<file path="src/rtl/xbr_pkg.sv">
`default_nettype none
package xbr_pkg;

  localparam int unsigned WORD_W = 64;
  localparam int unsigned HALF_W = 32;
  localparam int unsigned WARM_W = 5;
  localparam int unsigned DIV_CNT_W = 7;
  localparam int unsigned MUL_CNT_W = 2;
  localparam int unsigned WARMUP_STEPS_DEF = 20;

  localparam logic [WORD_W-1:0] SEED_SUBST = 64'h9E3779B97F4A7C15;
  localparam logic [WORD_W-1:0] OUT_MULT = 64'h2545F4914F6CDD1D;

  localparam int unsigned SH_A = 12;
  localparam int unsigned SH_B = 25;
  localparam int unsigned SH_C = 27;

  localparam logic OP_RAW = 1'b0;
  localparam logic OP_BOUNDED = 1'b1;

  localparam logic [MUL_CNT_W-1:0] MUL_PH_LOW = 2'd3;
  localparam logic [MUL_CNT_W-1:0] MUL_PH_HI_X = 2'd2;
  localparam logic [MUL_CNT_W-1:0] MUL_PH_HI_C = 2'd1;
  localparam logic [MUL_CNT_W-1:0] MUL_PH_IDLE = 2'd0;

  localparam logic [DIV_CNT_W-1:0] DIV_STEPS = DIV_CNT_W'(WORD_W);

  typedef struct packed {
    logic latch;
    logic step;
    logic mul_start;
    logic div_start;
    logic div_sel_draw;
    logic lim_load;
    logic out_load;
  } xbr_cmd_t;

  typedef struct packed {
    logic op_bounded;
    logic bound_zero;
    logic mul_done;
    logic div_done;
    logic reject;
    logic out_free;
  } xbr_sts_t;

endpackage
`default_nettype wire

</file>
<file path="src/rtl/xbr_ctrl.sv">
`default_nettype none
module xbr_ctrl #(
  parameter int unsigned WARMUP_STEPS = xbr_pkg::WARMUP_STEPS_DEF
) (
  input  wire logic             clk,
  input  wire logic             rst_n,
  input  wire logic             cfg_we,
  input  wire logic             in_valid,
  output logic                  in_stall,
  input  wire xbr_pkg::xbr_sts_t sts,
  output xbr_pkg::xbr_cmd_t     cmd
);
  import xbr_pkg::*;

  typedef enum logic [7:0] {
    S_IDLE    = 8'b0000_0001,
    S_WARM    = 8'b0000_0010,
    S_DECODE  = 8'b0000_0100,
    S_DIV_LIM = 8'b0000_1000,
    S_STEP    = 8'b0001_0000,
    S_MUL     = 8'b0010_0000,
    S_CHECK   = 8'b0100_0000,
    S_DIV_RES = 8'b1000_0000
  } state_t;

  localparam logic [WARM_W-1:0] WARM_INIT = WARM_W'(WARMUP_STEPS);
  localparam logic [WARM_W-1:0] WARM_LAST = WARM_W'(1);
  localparam state_t START_STATE = (WARMUP_STEPS == 0) ? S_IDLE : S_WARM;

  state_t            state_r, state_nxt;
  logic [WARM_W-1:0] warm_left_r, warm_left_nxt;
  logic              out_pend_r, out_pend_nxt;

  assign in_stall = (state_r != S_IDLE) || out_pend_r || cfg_we;

  always_comb begin
    state_nxt     = state_r;
    warm_left_nxt = warm_left_r;
    out_pend_nxt  = out_pend_r;
    cmd           = '0;
    if (out_pend_r && sts.out_free) begin
      cmd.out_load = 1'b1;
      out_pend_nxt = 1'b0;
    end
    if (cfg_we) begin
      state_nxt     = START_STATE;
      warm_left_nxt = WARM_INIT;
    end else begin
      unique case (state_r)
        S_IDLE: begin
          if (in_valid && !in_stall) begin
            cmd.latch = 1'b1;
            state_nxt = S_DECODE;
          end
        end
        S_WARM: begin
          cmd.step      = 1'b1;
          warm_left_nxt = warm_left_r - WARM_W'(1);
          if (warm_left_r == WARM_LAST) begin
            state_nxt = S_IDLE;
          end
        end
        S_DECODE: begin
          if (!sts.op_bounded) begin
            state_nxt = S_STEP;
          end else if (sts.bound_zero) begin
            out_pend_nxt = 1'b1;
            state_nxt    = S_IDLE;
          end else begin
            cmd.div_start = 1'b1;
            state_nxt     = S_DIV_LIM;
          end
        end
        S_DIV_LIM: begin
          if (sts.div_done) begin
            cmd.lim_load = 1'b1;
            state_nxt    = S_STEP;
          end
        end
        S_STEP: begin
          cmd.step      = 1'b1;
          cmd.mul_start = 1'b1;
          state_nxt     = S_MUL;
        end
        S_MUL: begin
          if (sts.mul_done) begin
            state_nxt = S_CHECK;
          end
        end
        S_CHECK: begin
          if (!sts.op_bounded) begin
            out_pend_nxt = 1'b1;
            state_nxt    = S_IDLE;
          end else if (sts.reject) begin
            state_nxt = S_STEP;
          end else begin
            cmd.div_start    = 1'b1;
            cmd.div_sel_draw = 1'b1;
            state_nxt        = S_DIV_RES;
          end
        end
        S_DIV_RES: begin
          if (sts.div_done) begin
            out_pend_nxt = 1'b1;
            state_nxt    = S_IDLE;
          end
        end
        default: begin
          state_nxt = S_IDLE;
        end
      endcase
    end
  end

  always_ff @(posedge clk) begin
    if (!rst_n) begin
      state_r     <= START_STATE;
      warm_left_r <= WARM_INIT;
      out_pend_r  <= 1'b0;
    end else begin
      state_r     <= state_nxt;
      warm_left_r <= warm_left_nxt;
      out_pend_r  <= out_pend_nxt;
    end
  end

endmodule
`default_nettype wire

</file>
<file path="src/rtl/xbr_dp.sv">
`default_nettype none
module xbr_dp (
  input  wire logic                        clk,
  input  wire logic                        rst_n,
  input  wire logic                        cfg_we,
  input  wire logic [xbr_pkg::WORD_W-1:0]  cfg_seed,
  input  wire logic                        in_opcode,
  input  wire logic [xbr_pkg::WORD_W-1:0]  in_bound,
  output logic                             out_valid,
  input  wire logic                        out_stall,
  output logic      [xbr_pkg::WORD_W-1:0]  out_value,
  input  wire xbr_pkg::xbr_cmd_t           cmd,
  output xbr_pkg::xbr_sts_t                sts
);
  import xbr_pkg::*;

  logic [WORD_W-1:0]    gen_r, gen_nxt;
  logic                 op_r;
  logic [WORD_W-1:0]    bound_r;
  logic [WORD_W-1:0]    limit_r;
  logic [WORD_W-1:0]    prod_r;
  logic [MUL_CNT_W-1:0] mcnt_r;
  logic [WORD_W-1:0]    rem_r;
  logic [WORD_W-1:0]    dvd_r;
  logic [DIV_CNT_W-1:0] dcnt_r;
  logic                 out_valid_r;
  logic [WORD_W-1:0]    out_value_r;

  logic [WORD_W-1:0]    xs_a, xs_b;
  logic [HALF_W-1:0]    mul_a, mul_b;
  logic [WORD_W-1:0]    mul_p;
  logic [WORD_W:0]      div_t;
  logic                 div_ge;
  logic [WORD_W-1:0]    out_sel;

  // xorshift step
  always_comb begin
    xs_a    = gen_r ^ (gen_r >> SH_A);
    xs_b    = xs_a ^ (xs_a << SH_B);
    gen_nxt = xs_b ^ (xs_b >> SH_C);
  end

  // one 32x32 multiplier shared over three phases, low 64 bits only
  always_comb begin
    unique case (mcnt_r)
      MUL_PH_LOW: begin
        mul_a = gen_r[HALF_W-1:0];
        mul_b = OUT_MULT[HALF_W-1:0];
      end
      MUL_PH_HI_X: begin
        mul_a = gen_r[WORD_W-1:HALF_W];
        mul_b = OUT_MULT[HALF_W-1:0];
      end
      MUL_PH_HI_C: begin
        mul_a = gen_r[HALF_W-1:0];
        mul_b = OUT_MULT[WORD_W-1:HALF_W];
      end
      default: begin
        mul_a = '0;
        mul_b = '0;
      end
    endcase
    mul_p = WORD_W'(mul_a) * WORD_W'(mul_b);
  end

  // restoring remainder, one bit per cycle
  assign div_t  = {rem_r, dvd_r[WORD_W-1]};
  assign div_ge = (div_t >= {1'b0, bound_r});

  always_comb begin
    if (!op_r) begin
      out_sel = prod_r;
    end else if (bound_r == '0) begin
      out_sel = '0;
    end else begin
      out_sel = rem_r;
    end
  end

  assign sts.op_bounded = op_r;
  assign sts.bound_zero = (bound_r == '0);
  assign sts.mul_done   = (mcnt_r == MUL_PH_IDLE);
  assign sts.div_done   = (dcnt_r == '0);
  assign sts.reject     = (prod_r >= limit_r);
  assign sts.out_free   = !out_valid_r || !out_stall;

  assign out_valid = out_valid_r;
  assign out_value = out_value_r;

  always_ff @(posedge clk) begin
    if (!rst_n) begin
      gen_r <= SEED_SUBST;
    end else if (cfg_we) begin
      gen_r <= (cfg_seed != '0) ? cfg_seed : SEED_SUBST;
    end else if (cmd.step) begin
      gen_r <= gen_nxt;
    end
  end

  always_ff @(posedge clk) begin
    if (!rst_n) begin
      mcnt_r <= MUL_PH_IDLE;
    end else if (cmd.mul_start) begin
      mcnt_r <= MUL_PH_LOW;
    end else if (mcnt_r != MUL_PH_IDLE) begin
      mcnt_r <= mcnt_r - MUL_CNT_W'(1);
    end
  end

  always_ff @(posedge clk) begin
    if (mcnt_r == MUL_PH_LOW) begin
      prod_r <= mul_p;
    end else if (mcnt_r != MUL_PH_IDLE) begin
      prod_r[WORD_W-1:HALF_W] <= prod_r[WORD_W-1:HALF_W] + mul_p[HALF_W-1:0];
    end
  end

  always_ff @(posedge clk) begin
    if (!rst_n) begin
      dcnt_r <= '0;
    end else if (cmd.div_start) begin
      dcnt_r <= DIV_STEPS;
    end else if (dcnt_r != '0) begin
      dcnt_r <= dcnt_r - DIV_CNT_W'(1);
    end
  end

  always_ff @(posedge clk) begin
    if (cmd.div_start) begin
      rem_r <= '0;
      dvd_r <= cmd.div_sel_draw ? prod_r : '1;
    end else if (dcnt_r != '0) begin
      rem_r <= div_ge ? WORD_W'(div_t - {1'b0, bound_r}) : div_t[WORD_W-1:0];
      dvd_r <= {dvd_r[WORD_W-2:0], 1'b0};
    end
  end

  always_ff @(posedge clk) begin
    if (cmd.latch) begin
      op_r    <= in_opcode;
      bound_r <= in_bound;
    end
    // all-ones minus the remainder
    if (cmd.lim_load) begin
      limit_r <= ~rem_r;
    end
    if (cmd.out_load) begin
      out_value_r <= out_sel;
    end
  end

  always_ff @(posedge clk) begin
    if (!rst_n) begin
      out_valid_r <= 1'b0;
    end else if (cmd.out_load) begin
      out_valid_r <= 1'b1;
    end else if (!out_stall) begin
      out_valid_r <= 1'b0;
    end
  end

endmodule
`default_nettype wire

</file>
<file path="src/rtl/xorshift_bounded_random_top.sv">
`default_nettype none
// xorshift64* random source with unbiased bounded draws
// input channel: in_valid / in_stall, item = in_opcode, in_bound
//   in_opcode 0 returns a raw 64-bit draw, 1 returns a value in 0..in_bound-1
//   (in_bound 0 returns 0 and leaves the generator untouched)
// result channel: out_valid / out_stall, item = out_value, one per input item
// one item is worked on at a time; the next is taken once the result sits in
// the output register, even if the receiver still stalls it
// from accept to out_valid: a raw draw runs the xorshift step and three
//   passes of one shared 32x32 multiplier; a bounded draw adds a pass of the
//   bit-serial remainder unit for the rejection limit, a compare that retries
//   a rejected draw with a new step, and a second remainder pass for the result
// cfg_we loads cfg_seed (zero maps to a fixed constant) and reruns warmup;
// reset and each seed write hold in_stall high while the WARMUP_STEPS
// warmup steps run, one step per cycle
// a stalled result holds in the output register; at most one more item is
// taken meanwhile and its result waits until the register frees up
module xorshift_bounded_random_top #(
  parameter int unsigned WARMUP_STEPS = xbr_pkg::WARMUP_STEPS_DEF
) (
  input  wire logic                       clk,
  input  wire logic                       rst_n,
  input  wire logic                       cfg_we,
  input  wire logic [xbr_pkg::WORD_W-1:0] cfg_seed,
  input  wire logic                       in_valid,
  output logic                            in_stall,
  input  wire logic                       in_opcode,
  input  wire logic [xbr_pkg::WORD_W-1:0] in_bound,
  output logic                            out_valid,
  input  wire logic                       out_stall,
  output logic      [xbr_pkg::WORD_W-1:0] out_value
);
  import xbr_pkg::*;

  xbr_cmd_t cmd;
  xbr_sts_t sts;

  xbr_ctrl #(
    .WARMUP_STEPS(WARMUP_STEPS)
  ) u_ctrl (
    .clk     (clk),
    .rst_n   (rst_n),
    .cfg_we  (cfg_we),
    .in_valid(in_valid),
    .in_stall(in_stall),
    .sts     (sts),
    .cmd     (cmd)
  );

  xbr_dp u_dp (
    .clk      (clk),
    .rst_n    (rst_n),
    .cfg_we   (cfg_we),
    .cfg_seed (cfg_seed),
    .in_opcode(in_opcode),
    .in_bound (in_bound),
    .out_valid(out_valid),
    .out_stall(out_stall),
    .out_value(out_value),
    .cmd      (cmd),
    .sts      (sts)
  );

  a_accept_blocks: assert property (@(posedge clk) disable iff (!rst_n)
    (in_valid && !in_stall) |=> in_stall)
    else $error("item accepted while previous one in progress");

  a_load_free: assert property (@(posedge clk) disable iff (!rst_n)
    cmd.out_load |-> sts.out_free)
    else $error("output register overwritten");

  a_div_nonzero: assert property (@(posedge clk) disable iff (!rst_n)
    cmd.div_start |-> (!sts.bound_zero && sts.op_bounded))
    else $error("remainder started with zero bound");

  a_one_unit: assert property (@(posedge clk) disable iff (!rst_n)
    !(cmd.mul_start && cmd.div_start))
    else $error("multiplier and divider started together");

endmodule
`default_nettype wire

</file>
<file path="config.mk">
export PLATFORM = sky130hd
export DESIGN_NAME = xorshift_bounded_random_top
export DESIGN_NICKNAME = d
export VERILOG_FILES = /design/src/rtl/xbr_pkg.sv /design/src/rtl/xbr_ctrl.sv /design/src/rtl/xbr_dp.sv /design/src/rtl/xorshift_bounded_random_top.sv
export SDC_FILE = /design/constraint.sdc
export NUM_CORES = 2
export LEC_CHECK = 0
export BUFFER_PORTS_ARGS = -buffer_cell sky130_fd_sc_hd__buf_2
export CORE_ASPECT_RATIO = 0.8
export CORE_MARGIN = 2
export CORE_UTILIZATION = 35
export DETAILED_ROUTE_END_ITERATION = 10
export PLACE_DENSITY = 0.54
export REMOVE_ABC_BUFFERS = 1
export SLEW_MARGIN = 20
export SYNTH_ARGS = -nofsm -noshare
export SYNTH_HDL_FRONTEND = slang
export SYNTH_SLANG_ARGS = --single-unit
</file>
<file path="constraint.sdc">
create_clock -name clk -period 9 [get_ports clk]
set_input_delay 0.45 -clock clk [delete_from_list [all_inputs] [get_ports clk]]
set_output_delay 0.45 -clock clk [all_outputs]
set_load 0.01 [all_outputs]
</file>
=== Word level (Yosys, flattened, before mapping) ===
Index checks and enable logic that the tools add are counted.

* Flip-flop bits (word level): 473
* Input port bits: 134
* Output and inout bits: 66
* Logic and storage cells: 122

* Add/subtract/negate cells: 5
* Multipliers: 1
* Order comparisons: 2
* Equality and inequality tests: 19
* Mux-type cells: 50
* Bitwise logic cells: 5
* Reduce and logical (&&, ||, !) cells: 24

{| class="wikitable"
|+ Operators by type and width
! kind !! count
|-
| 64-bit two-way mux || 9
|-
| 65-bit by 64-bit >= comparator with 1-bit output || 1
|-
| 64-bit >= comparator || 1
|-
| 64-bit zero test || 1
|-
| 32-bit two-way mux || 2
|-
| 64-bit NOT || 1
|-
| 32-bit one-hot mux with 2 select lines || 1
|-
| 8-bit one-hot mux with 8 select lines || 1
|-
| 64-bit nonzero test || 1
|-
| 64-bit subtractor || 1
|-
| 64-bit by 37-bit bitwise XOR with 64-bit output || 1
|-
| 64-bit by 52-bit bitwise XOR with 64-bit output || 1
|-
| 64-bit bitwise XOR || 1
|-
| 32-bit by 31-bit multiplier with 63-bit output || 1
|-
| 31-bit one-hot mux with 2 select lines || 1
|-
| 8-bit two-way mux || 7
|-
| 32-bit adder || 1
|-
| 1-bit two-way mux || 18
|-
| 7-bit two-way mux || 2
|-
| 2-bit nonzero test || 5
|-
| 2-bit OR reduction || 5
|-
| 8-bit by 1-bit equality test with 1-bit output, second input constant || 1
|-
| 8-bit by 2-bit equality test with 1-bit output, second input constant || 1
|-
| 8-bit by 3-bit equality test with 1-bit output, second input constant || 1
|-
| other kinds (28) || 41
|}

=== Longest topological paths before layout ===
* Depth after elaboration: 10
* Mapped depth: 41
* Gate-level depth less buffers: 38

=== Hierarchy ===
Synthesis repeated with hierarchy kept, for this count alone.

* Cells, all modules: 5325
* Area total of the unflattened synthesis: 51757.1 µm²

{| class="wikitable"
|+ Modules (own cells, without submodules)
! module !! instances !! cells an instance !! area an instance (µm²) !! sequential area each (µm²)
|-
| xbr_dp || 1 || 5220 || 50832.5 || 12401.9
|-
| xbr_ctrl || 1 || 105 || 924.6 || 280.3
|}

=== Worst setup path after synthesis ===
Ideal clock, no wire load.

* Kind: flip-flop to flip-flop
* Start point: register u_dp.mcnt_r[0]
* End point: register u_dp.prod_r[63] (data pin)
* Setup time: 0.266 ns
* Arrival: 9.297 ns
* Required time: 8.734 ns
* Slack: -0.563 ns
* Stages on the path, launching flop included: 34
* Buffers on the path: 1
* Clock period less this slack: 9.563 ns
* Path through: dfxtp_1 ha_1 nor2_1 clkbuf_1 nor2_1 inv_1 fa_1 inv_1 fa_1 fa_1 inv_1 fa_1 inv_1 fa_1 fa_1 fa_1 inv_1 fa_1 inv_1 ha_1 nand2_1 o21ai_0 a21oi_1 nor2b_1 o21ai_0 xor2_1 ha_1 a21o_1 a21oi_1 o21ai_0 a2111oi_1 o31ai_1 xnor2_1 nor2_1

* Word-level cells in the longest chain between the ends: 7
* Elaborated cells on any way between the ends: 11
* Those cells by class: add/sub: 1; mul: 1; eq/ne: 3; mux: 4; reduce/logical: 2

{| class="wikitable"
|+ Ends and longest elaborated chain
! element !! RTL line !! RTL
|-
| from (decl) || xbr_dp.sv:22 || <nowiki>logic [MUL_CNT_W-1:0] mcnt_r;</nowiki>
|-
| from (signal assigned) || xbr_dp.sv:106 || <nowiki>mcnt_r <= mcnt_r - MUL_CNT_W'(1);</nowiki>
|-
| 2-bit by 1-bit equality test with 1-bit output / 2-bit equality test (equally long branches) || xbr_dp.sv:45 || <nowiki>unique case (mcnt_r)</nowiki>
|-
| 2-bit OR reduction (no line) || n/a ||
|-
| 32-bit one-hot mux with 2 select lines / 31-bit one-hot mux with 2 select lines (equally long branches) || xbr_dp.sv:45 ||
|-
| 32-bit by 31-bit multiplier with 63-bit output (*) || xbr_dp.sv:63 || <nowiki>mul_p = WORD_W'(mul_a) * WORD_W'(mul_b);</nowiki>
|-
| via u_dp.mul_p[24] || xbr_dp.sv:31 || <nowiki>logic [WORD_W-1:0] mul_p;</nowiki>
|-
| 32-bit adder (*) || xbr_dp.sv:114 || <nowiki>prod_r[WORD_W-1:HALF_W] <= prod_r[WORD_W-1:HALF_W] + mul_p[HALF_W-1:0];</nowiki>
|-
| 32-bit two-way mux (*) || xbr_dp.sv:113 || <nowiki>end else if (mcnt_r != MUL_PH_IDLE) begin</nowiki>
|-
| 32-bit two-way mux (*) || xbr_dp.sv:111 || <nowiki>if (mcnt_r == MUL_PH_LOW) begin</nowiki>
|-
| to (signal assigned) || xbr_dp.sv:112 || <nowiki>prod_r <= mul_p;</nowiki>
|-
| to (signal, indexed assignment) || xbr_dp.sv:114 ||
|-
| to (decl) || xbr_dp.sv:21 || <nowiki>logic [WORD_W-1:0] prod_r;</nowiki>
|}

The timed path passes the listed nets; every way through them passes the cells marked *. The select of a mux whose other input is x is not followed.
A chain may end at the register's enable or synchronous reset.

=== Worst setup path after layout ===
* Start point: register u_dp.mcnt_r[1]
* End point: register u_dp.prod_r[61] (data pin)

The elaborated chain is that of the path after synthesis.

==> metrics.txt <==
CP Data Required Time=9390 ps; Hold Violations, Final=0; Tmin final=8810 ps; final WL=178000 µm; H-Tree Level Count=2; Fin Hold WS=105 ps; GP Congestion=0.975; synth unique cells=87; Initial Util=0.352; Layout Skew=31.4 ps; synthesized area per cell=9.83 µm²; dpl cells=7624; Non-Filler Instances=7831; most frequent cells in the layout=1115 x inv_1, 596 x fa_1, 557 x ha_1, 506 x buf_4, 321 x edfxtp_1; antenna violations before repair=6; Ports=200; RSZ-0062 raised after global routing=true; clk root buf=clkbuf_16; worst hold path depth=3; pin count of the biggest net entering global routing=113; Detailed Route Iter0 Violations=3456; period utilization=0.979; fin. max-slew vios=0; TNS Setup=0 ps; pre-CTS setup slack=-526 ps; final worst slack=193 ps; GRT Total Usage=0.237; first-pass GRT wire length=263000 µm; Mapped Area=0.0511 mm²; total CTS buffers=51; Horiz. Die Dim=431 µm; Post-synth ARST share=0; run status=complete, no violations; crit path DAT=9200 ps; area grow syn2layout=20.2%; Clock Sinks=473; drt pass-1 iters=5; R2R cell count=36; Syn Inst Count=5204; gr ovfl total=0; slowest CP cell=fa_1; # DRC=0; CP dominant cell by count=fa_1; Clk Latency, worst-skew pair=670 ps; Max Clock Freq=114 MHz; Die H=346 µm; wire per inst=22.7 µm; Yosys Warn Count=0; vias in the first global route=41100; post-synth top area cell=fa_1; #FFs+latches synth=473; ratio of cells with drive above 1 in the final layout=0.178; Bufs on Longest Clock Path=3; Tightest Hold Check Type=input port to flop; NumNets Final=7216; Core Region=0.145 mm²; fillers=14200; relative slew slack=0.219; endpoints failing setup=0; critical path endpoint category=flop; post-synth top area share=0.240; vias=40600; vias per cell=5.19; Seq/Total Area, Yosys=0.248; max_cap viols=0; biggest fanout along the worst timing path=7; num rows=125; CP startpoint kind=flop; DP Wirelength=148000 µm; die area=0.149 mm²; worst-margin pin slew=1160 ps; number of synthesized flops with an enable pin=321; Most used DFF post-synth=edfxtp_1; synth top area cells=fa_1 24%, edfxtp_1 19%, ha_1 14%; leading cell type in the layout, fill and taps excluded=inv_1; CTS tree=yes; critical path type=flop to flop; ANT nets after route=0; Worst path max stage delay=540 ps; clock-pin slew on the worst setup and hold paths=60 ps; IO Port Bufs=199
-- worst paths after layout --
path	start	end	slack, ps
setup / recovery	u_dp.mcnt_r[1]	u_dp.prod_r[61]	190
setup reg to reg	u_dp.mcnt_r[1]	u_dp.prod_r[61]	190
hold / removal	cfg_seed[43]	u_dp.gen_r[43]	100
hold reg to reg	u_dp.rem_r[1]	u_dp.limit_r[1]	510
-- state kept, by name, summed over array words and instances, names as in the netlist, 2 cells and up --
| signal | flops |
|---|---|
| u_dp.prod_r | 64 |
| u_dp.mcnt_r | 2 |
| u_dp.bound_r | 64 |
| u_ctrl.state_r | 8 |
| u_dp.dcnt_r | 7 |
| u_dp.out_value | 64 |
| u_ctrl.warm_left_r | 5 |
| u_dp.gen_r | 64 |
| u_dp.rem_r | 64 |
| u_dp.limit_r | 64 |
| u_dp.dvd_r | 64 |
-- kinds of logic (layout without fill, tap and decap cells) --
group,after synthesis,in the layout,synth area share
compound gates,992,992,0.133
xor+xnor,270,270,0.0462
fa+ha+maj,1201,1201,0.384
buf+inv,1317,2037,0.0982
flops,473,473,0.248
mux,25,25,0.00497
other cells,0,2,0
simple gates,926,926,0.0861
-- stage by stage --
step	utilization	cell area [µm²]
2_1_floorplan	-	50400
3_3_place_gp	0.397	57600
3_5_place_dp	0.397	57600
4_1_cts	0.415	60200
5_1_grt	0.424	61500
6_report	0.424	61500
-- critical path: cells and delay by family, from the launching register on --
family / cells / cell delay, ps
AOI/OAI and AO/OA: 7 / 1410
and+or+nand+nor: 5 / 660
xor gates and xnor gates: 2 / 380
DFF: 1 / 380
buffers and inverters: 10 / 960
adders and majority gates: 11 / 4630
muxes: 1 / 100
-- routing by layer --
metal	vias to the layer above	global-route usage	wire length, µm
li1	18800	-	-
met5	-	0	13
met3	163	0.0645	16400
met1	20200	0.361	85900
met4	2	0.0415	3190
met2	1395	0.334	72300
-- synth_stat cells (8+ instances only) --
library cell / count
inv_1: 1140
edfxtp_1: 321
o31ai_1: 12
o21bai_1: 22
and3_1: 23
mux2i_1: 22
nor3_1: 64
a21o_1: 72
a22oi_1: 28
o211a_1: 21
a211o_1: 8
buf_2: 21
nand3_1: 78
or3_1: 18
o22a_1: 66
o221ai_1: 37
a22o_1: 11
xnor2_1: 184
buf_1: 9
dfxtp_1: 152
o21a_1: 22
and4_1: 11
o22ai_1: 75
nand4_1: 42
o21ai_0: 144
a31oi_1: 28
nor4_1: 43
and2_1: 20
nand2_1: 313
a211oi_1: 101
o211ai_1: 26
clkbuf_1: 134
buf_4: 8
or4_1: 9
fa_1: 613
a21boi_0: 12
a221o_1: 17
a21oi_1: 222
nand2b_1: 27
nor2_1: 212
nor2b_1: 32
ha_1: 588
xor2_1: 86
nand3b_1: 10
-- final cells by class --
type                    instances  area, µm²  share of cell area
multi-input cells            3414      34600               0.562
flip-flops and latches        473      12700               0.206
repair buffers                799       5850              0.0952
inverters                    1142       4300              0.0699
well taps                    1905       2380              0.0388
clock buffers                  65       1410              0.0229
clock inverters                31        293             0.00476
diodes                          2       5.00           0.0000814
-- timing repair --
action                     4_1_cts  5_1_grt
gates resized for setup         56      218
hold buffers                    65        0
buffers inserted                 9       33
pin swaps                       10       86
cloned                           0        2
hold endpoints to repair        65        0
setup endpoints to repair       22       26
Power is left out: the tool's default activity adds up to more than one toggle a clock period on the data nets, which glitch-free logic cannot reach.
